## config.mk

```make
export PLATFORM = sky130hd
export DESIGN_NAME = pct_phase
export DESIGN_NICKNAME = d
export VERILOG_FILES = /design/src/hdl/pct_pkg.sv /design/src/hdl/pct_phase.sv
export VERILOG_INCLUDE_DIRS = /design/src /design/src/hdl
export SDC_FILE = /design/constraint.sdc
export NUM_CORES = 2
export LEC_CHECK = 0
export BUFFER_PORTS_ARGS = -buffer_cell sky130_fd_sc_hd__buf_2
export CORE_ASPECT_RATIO = 1.4
export CORE_MARGIN = 10
export CORE_UTILIZATION = 45
export DETAILED_ROUTE_END_ITERATION = 10
export PLACE_DENSITY = 0.59
export SYNTH_ARGS = -nofsm -noshare
export SYNTH_HDL_FRONTEND = slang
export SYNTH_SLANG_ARGS = --single-unit
```

## constraint.sdc

```tcl
create_clock -name i_clk -period 11.1 [get_ports i_clk]
set_input_delay 1.11 -clock i_clk [delete_from_list [all_inputs] [get_ports i_clk]]
set_output_delay 1.11 -clock i_clk [all_outputs]
set_load 0.01 [all_outputs]
```

## src/hdl/parametric_curve_point_tangent_assert.svh

```systemverilog
// Assertion macros shared by the curve evaluator modules
`ifndef PARAMETRIC_CURVE_POINT_TANGENT_ASSERT_SVH
`define PARAMETRIC_CURVE_POINT_TANGENT_ASSERT_SVH

// Check a consequence in the same cycle as its antecedent.
`define PCT_ASSERT_NOW(lbl, clk, rst_n, ante, cons) \
    lbl: assert property (@(posedge clk) disable iff (!rst_n) (ante) |-> (cons)) \
        else $error("pct: same-cycle check failed");

// Check a consequence in the cycle after its antecedent.
`define PCT_ASSERT_NEXT(lbl, clk, rst_n, ante, cons) \
    lbl: assert property (@(posedge clk) disable iff (!rst_n) (ante) |=> (cons)) \
        else $error("pct: next-cycle check failed");

`endif

```

## src/hdl/pct_pkg.sv

```systemverilog
// Shared constants, types and functions of the curve evaluator
package pct_pkg;

    localparam int CORDIC_STAGES = 24;
    localparam int FRAC_BITS     = 16;
    localparam int DATA_W        = 32;
    localparam int XY_W          = 34;
    localparam int Z_W           = 34;
    localparam int RAD_W         = 34;
    localparam int STAGE_W       = $clog2(CORDIC_STAGES);
    localparam int CFG_IDX_W     = 3;
    localparam int OUT_W         = 6 * DATA_W;

    localparam logic [63:0]             INV_2PI_Q64 = 64'h28BE_60DB_9391_054A;
    localparam logic signed [XY_W-1:0]  CORDIC_GAIN = 34'sd652032875;

    localparam logic [CFG_IDX_W-1:0] REG_KIND   = 3'd0;
    localparam logic [CFG_IDX_W-1:0] REG_CX     = 3'd1;
    localparam logic [CFG_IDX_W-1:0] REG_CY     = 3'd2;
    localparam logic [CFG_IDX_W-1:0] REG_RA     = 3'd3;
    localparam logic [CFG_IDX_W-1:0] REG_RB     = 3'd4;
    localparam logic [CFG_IDX_W-1:0] REG_RISE   = 3'd5;

    localparam logic [1:0] KIND_CIRCLE  = 2'd0;
    localparam logic [1:0] KIND_ELLIPSE = 2'd1;
    localparam logic [1:0] KIND_HELIX   = 2'd2;

    typedef struct packed {
        logic signed [XY_W-1:0]   x;
        logic signed [XY_W-1:0]   y;
        logic signed [Z_W-1:0]    z;
        logic                     flip;
        logic signed [DATA_W-1:0] angle;
    } t_rot;

    typedef struct packed {
        logic                     helix;
        logic signed [RAD_W-1:0]  ra;
        logic signed [RAD_W-1:0]  nra;
        logic signed [RAD_W-1:0]  rb;
        logic signed [DATA_W-1:0] cx;
        logic signed [DATA_W-1:0] cy;
        logic signed [DATA_W-1:0] rise;
    } t_curve;

    // atan(2^-i) in turns, Q0.32, rounded to nearest
    function automatic logic [31:0] atan_turns(input logic [STAGE_W-1:0] i);
        logic [63:0] v;
        v = ((INV_2PI_Q64 >> (7'd31 + 7'(i))) + 64'd1) >> 1;
        unique case (i)
            STAGE_W'(0): return 32'd536870912;
            STAGE_W'(1): return 32'd316933406;
            STAGE_W'(2): return 32'd167458907;
            STAGE_W'(3): return 32'd85004756;
            STAGE_W'(4): return 32'd42667331;
            STAGE_W'(5): return 32'd21354465;
            STAGE_W'(6): return 32'd10679838;
            STAGE_W'(7): return 32'd5340245;
            STAGE_W'(8): return 32'd2670163;
            STAGE_W'(9): return 32'd1335087;
            default:     return v[31:0];
        endcase
    endfunction

endpackage

```

## src/hdl/pct_phase.sv

```systemverilog
// Range reduction of the angle to a folded CORDIC start vector
module pct_phase (
    input  logic                          i_clk,
    input  logic                          i_rst_n,
    input  logic                          i_valid,
    output logic                          o_ready,
    input  logic signed [pct_pkg::DATA_W-1:0] i_angle,
    output logic                          o_valid,
    input  logic                          i_ready,
    output pct_pkg::t_rot                 o_data
);

    localparam int SUM_W = pct_pkg::FRAC_BITS + 32;

    logic                            r_v1, r_v2, r_v3;
    logic                            r_neg1, r_neg2;
    logic [31:0]                     r_mag1;
    logic [63:0]                     r_p2_1, r_p2_2, r_p1_2;
    logic signed [pct_pkg::DATA_W-1:0] r_ang1, r_ang2;
    pct_pkg::t_rot                   r_d3;

    logic          rdy1, rdy2, rdy3;
    logic [31:0]   n_mag;
    logic [63:0]   n_p2, n_p1;
    logic [SUM_W-1:0] n_sum;
    logic [31:0]   n_phase_abs, n_phase, n_turn, n_fold;
    pct_pkg::t_rot n_d3;

    assign rdy3    = !r_v3 || i_ready;
    assign rdy2    = !r_v2 || rdy3;
    assign rdy1    = !r_v1 || rdy2;
    assign o_ready = rdy1;
    assign o_valid = r_v3;
    assign o_data  = r_d3;

    always_comb begin
        n_mag = i_angle[pct_pkg::DATA_W-1] ? (32'd0 - 32'(i_angle)) : 32'(i_angle);
        n_p2  = 64'(n_mag) * 64'(pct_pkg::INV_2PI_Q64[31:0]);
        n_p1  = 64'(r_mag1) * 64'(pct_pkg::INV_2PI_Q64[63:32]);
    end

    always_comb begin
        n_sum       = r_p1_2[SUM_W-1:0] + SUM_W'(r_p2_2[63:32]);
        n_phase_abs = n_sum[pct_pkg::FRAC_BITS +: 32];
        n_phase     = r_neg2 ? (32'd0 - n_phase_abs) : n_phase_abs;
        n_turn      = n_phase + 32'h4000_0000;
        n_fold      = n_phase ^ {n_turn[31], 31'd0};
        n_d3.x      = pct_pkg::CORDIC_GAIN;
        n_d3.y      = '0;
        n_d3.z      = pct_pkg::Z_W'($signed(n_fold));
        n_d3.flip   = n_turn[31];
        n_d3.angle  = r_ang2;
    end

    always_ff @(posedge i_clk) begin
        if (!i_rst_n) begin
            r_v1 <= 1'b0;
            r_v2 <= 1'b0;
            r_v3 <= 1'b0;
        end else begin
            if (rdy1) r_v1 <= i_valid;
            if (rdy2) r_v2 <= r_v1;
            if (rdy3) r_v3 <= r_v2;
        end
    end

    always_ff @(posedge i_clk) begin
        if (rdy1 && i_valid) begin
            r_neg1 <= i_angle[pct_pkg::DATA_W-1];
            r_mag1 <= n_mag;
            r_p2_1 <= n_p2;
            r_ang1 <= i_angle;
        end
        if (rdy2 && r_v1) begin
            r_neg2 <= r_neg1;
            r_p1_2 <= n_p1;
            r_p2_2 <= r_p2_1;
            r_ang2 <= r_ang1;
        end
        if (rdy3 && r_v2) begin
            r_d3 <= n_d3;
        end
    end

`include "parametric_curve_point_tangent_assert.svh"

`PCT_ASSERT_NOW(a_fold_range, i_clk, i_rst_n, r_v3, (r_d3.z[pct_pkg::Z_W-1:30] == '0) || (r_d3.z[pct_pkg::Z_W-1:30] == '1))
`PCT_ASSERT_NEXT(a_front_hold, i_clk, i_rst_n, r_v3 && !i_ready, r_v3 && $stable(r_d3))

endmodule

```

# == Word-level counts from Yosys, hierarchy flattened ==
# Index checks and enable logic that the tools add are counted.
# totals
input_bits,36
elab_cells,32
reg_bits,340
output_inout_bits,137
# classes
mux,2
n_reduce_logical,9
bitwise_logic,1
mul,2
addsub,4
# op_table
cell,n
$mux 32,2
$sub 1x32->32 const A,2
$mul 32x31->63 const B,1
$add 48x32->48,1
$mul 32x30->48 const B,1
$add 32x31->32 const B,1
$xor 32x32->32,1
$logic_and 1x1->1,3
$logic_not 1->1,3
$logic_or 1x1->1,3

# == Logic depth before layout (Yosys ltp) ==
# depth
word_depth,5
mapped_depth,32
depth_no_buf,32

# == Worst setup path before layout ==
# Ideal clock, no wire load.
# synth_path
path_kind,input port to flip-flop
from,input port i_ready
to,register r_ang2[0] (netlist name) (enable)
setup_ps,751
path_buffers,0
t_required_ps,10349
cell_stages,2
arrival_time_ps,9234
slack_ps,1116
path_cell_list,nor2b_1 a21boi_0
# synth_via
elab_chain_len,3
# synth_lines
item,line_no,text
start: declaration,pct_phase.sv:9,"input logic i_ready,"
$logic_or 1x1->1,pct_phase.sv:29,assign rdy3 = !r_v3 || i_ready;
$logic_or 1x1->1,pct_phase.sv:30,assign rdy2 = !r_v2 || rdy3;
$logic_and 1x1->1,pct_phase.sv:74,if (rdy2 && r_v1) begin
end signal: assignment,pct_phase.sv:78,r_ang2 <= r_ang1;
end: declaration,pct_phase.sv:19,"logic signed [pct_pkg::DATA_W-1:0] r_ang1, r_ang2;"
# Every way passes these cells.
# A chain may end at the register's enable or synchronous reset.

# == Final worst setup path ==
# layout_path
from,input port i_angle[4] (netlist name)
to,register r_p2_1[62] (data pin)
# layout_via
elab_chain_len,3
# layout_lines
item,line_no,text
start: declaration,pct_phase.sv:7,"input logic signed [pct_pkg::DATA_W-1:0] i_angle,"
$sub 1x32->32,pct_phase.sv:37,n_mag = i_angle[pct_pkg::DATA_W-1] ? (32'd0 - 32'(i_angle)) : 32'(i_angle);
$mux 32,pct_phase.sv:37,
net n_mag[27],pct_phase.sv:23,logic [31:0] n_mag;
$mul 32x31->63,pct_phase.sv:38,n_p2 = 64'(n_mag) * 64'(pct_pkg::INV_2PI_Q64[31:0]);
net n_p2[62],pct_phase.sv:24,"logic [63:0] n_p2, n_p1;"
end signal: assignment,pct_phase.sv:71,r_p2_1 <= n_p2;
end: declaration,pct_phase.sv:18,"logic [63:0] r_p2_1, r_p2_2, r_p1_2;"
# The timed path passes the listed nets, and every way through them passes these cells.

==> results.py <==
metrics = {
    "setup_path": {
        "endpoint": "r_p2_1[62]",
        "crit_slowest_cell": "or4_1",
        "r2r_end": "r_p1_2[42]",
        "critical_path.endpoint_type": "flop",
        "start_kind": "primary input",
        "r2r-start": "r_mag1[18]",
        "worst_ep_required_time_ps": 11480,
        "max_stage_delay_ps": 650,
        "reg2reg_depth": 26,
        "path_class": "in2reg",
        "critPathArrivalTime_ps": 10140,
        "crit_fanout": 11,
        "reg2reg_slack_ps": 3030,
        "timing.critical_path.from": "i_angle[4]",
    },
    "clocking": {
        "clock_latency_ps": 620,
        "cts_made_buffers": 30,
        "cts_hold_buf": 0,
        "cts-resized-gates": 0,
        "cts_tree": "yes",
        "cts_sinks": 274,
        "htree_levels": 1,
        "clkTransAtPathRegs_ps": 60,
        "clockBufferDepth": 3,
        "cts_setup_buffers": 0,
        "root_buffer": "clkbuf_16",
    },
    "job": {
        "maxCapViolations": 0,
    },
    "routing": {
        "drt_iter0_markers": 1074,
        "antenna_left": 0,
        "first_pass_iters": 6,
        "vias_per_cell": 5.079,
        "wl_um": 101100,
        "via_count": 23970,
        "wl_per_cell_um": 21.42,
        "remaining_drc_errors": 0,
    },
    "grt": {
        "grt_antenna_before_repair": 0,
        "met1_usage_pct": 23.89,
        "use_met2_pct": 38.83,
        "grt_pass1_wl_um": 156400,
        "grtUsageTotal_pct": 20.85,
        "globalRouteMet3Util_pct": 1.897,
        "grt_pass1_vias": 26510,
        "overflow": 0,
        "grt_max_degree": 81,
        "busiest_layer": "met2",
    },
    "synth": {
        "synth_ff_type": "edfxtp_1",
        "synth-edff-count": 271,
        "netlist_instances": 3383,
        "syn_avg_cell_area_um2": 11.55,
        "ys_async_sr_fraction_pct": 0,
        "synth_cell_types": 89,
        "ys_warn_count": 0,
        "ys_ff_latch": 274,
        "ys_seq_area_share_pct": 20.99,
        "synth_area_um2": 39060,
    },
    "min_path": {
        "hp-class": "reg2reg",
    },
    "sta": {
        "totalNegativeSetupSlack_ps": 0,
        "rsz0062_at_grt": "no",
        "tightest_slew_ps": 1042,
        "setup_viol": 0,
        "fin_skew_ps": 26.24,
        "final_hold_viol_count": 0,
        "period_share_pct": 88.01,
        "fin_crit_ps": 9769,
        "finalMaxSlewViolations": 0,
        "maxSlewHeadroom_pct": 30.56,
        "fmax_mhz": 102.4,
    },
    "layout": {
        "n_fill_cell": 7772,
        "layout.nets": 4902,
        "final_area_um2": 42090,
        "drive_gt1_share_pct": 6.717,
        "area_growth_pct": 7.768,
        "diodes": 0,
    },
    "die": {
        "start_util_pct": 45.43,
        "fp-row-count": 127,
        "die_w_um": 269.0,
        "dieArea_um2": 99150,
        "die_y_um": 368.6,
        "pin_count": 173,
        "core_area_um2": 85970,
    },
    "placed_design": {
        "io_buffers": 104,
        "place_congestion": 0.9200,
        "dp_hpwl_um": 89280,
        "place_area_um2": 41070,
    },
    "status": {
        "status": "finished, final reports clean",
    },
}
[worst max-delay path, delay by kind of cell]
kind / cells / cell delay [ps]
adders and majority gates: 8 / 3400
buffers and inverters: 6 / 370
xor gates and xnor gates: 2 / 440
and+or+nand+nor: 7 / 2570
AOI/OAI and AO/OA: 8 / 2230
[cells by family (layout without fill, tap and decap cells)]
group	Yosys count	after routing	synth area share [%]
compound gates	405	405	6.968
xor+xnor	180	180	4.036
fa+ha+maj	1332	1332	54.28
buf+inv	851	960	8.861
flops	274	274	20.99
mux	4	4	0.1057
other cells	2	68	0.01923
simple gates	335	335	4.741
[metrics by stage]
stage	setup slack (ps)	utilization (%)	hold slack, ps	instances
6_report	1331	48.96	414.1	4719
5_1_grt	795.7	48.96	426.0	4719
4_1_cts	1290	48.96	413.5	4719
3_5_place_dp	602.7	47.77	404.5	4663
3_3_place_gp	697.8	47.77	401.8	4663
2_1_floorplan	1116	-	400.3	3449
[placed cells by master, fill, tap and decap left out, drive strengths merged, types with 8 or more instances in the layout]
cell type,Yosys,layout
or2,8,8
xor2,49,49
inv,761,763
nor4,15,15
nor2b,22,22
ha,728,728
xnor2,131,131
nor2,51,51
a21oi,103,103
o41ai,8,8
a21o,72,72
nand3,37,37
edfxtp,271,271
and4,9,9
nand4,19,19
buf,74,143
conb,2,68
o211ai,15,15
a211oi,15,15
and2,13,13
nand2b,16,16
and3,18,18
o21ai,71,71
clkbuf,16,33
nor3,26,26
fa,604,604
nand2,78,78
a31oi,11,11
or4,9,9
o31ai,13,13
clkinv,0,13
o21bai,22,22
o21a,13,13
[cells in the mapped netlist (12+ instances only)]
cell type	count	area [um^2]
inv_1	761	2856
ha_1	728	9109
fa_1	604	12090
edfxtp_1	271	8138
xnor2_1	131	1147
a21oi_1	102	510.5
nand2_1	78	292.8
a21o_1	72	540.5
buf_4	70	525.5
o21ai_0	66	330.3
nor2_1	51	191.4
xor2_1	49	429.2
nand3_1	35	175.2
nor3_1	25	125.1
nor2b_1	22	137.6
o21bai_1	22	165.2
nand4_1	19	118.9
and3_1	17	106.4
clkbuf_1	16	60.06
nand2b_1	16	100.1
a211oi_1	14	105.1
o211ai_1	14	105.1
o21a_1	13	97.59
o31ai_1	13	97.59
and2_1	12	75.07
[sequential cells by signal (all words and copies together) (netlist names)]
name and cells:
r_p1_2 47, o_data 65, r_ang1 30, r_p2_1 32
r_mag1 32, r_ang2 31, o_valid 1, r_p2_2 32
r_v2 1, r_neg2 1, r_v1 1, r_neg1 1
[layout make-up]
class                           count  area (um^2)  share of cell area (%)
Clock buffer                       33        762.0                   1.810
Clock inverter                     23        261.5                  0.6213
Inverter                          761         2856                   6.786
Multi-Input combinational cell   2324        27750                   65.92
Sequential cell                   274         8198                   19.48
Tap cell                         1161         1453                   3.451
Timing Repair Buffer              143        813.3                   1.932
[metal layers]
metal	up-vias	share of wire (%)
met1	12000	39
met2	432	53
met3	139	3.0
li1	11390	-
met5	-	0
met4	0	4.7
[how the worst min path moves through the flow]
stage	start	endpoint	slack, ps	cells after the start
after floorplan	r_ang2[10]	o_data[10]	400	0
after CTS	r_p2_1[32]	r_p2_2[32]	410	0
after detailed placement	r_ang2[28]	o_data[28]	400	0
after global placement	r_ang1[25]	r_ang2[25]	400	0
after global routing	r_p2_1[33]	r_p2_2[33]	430	0
final	r_p2_1[32]	r_p2_2[32]	410	0
Power is left out: the tool's default activity adds up to more than one toggle a clock period on the data nets, which glitch-free logic cannot reach.
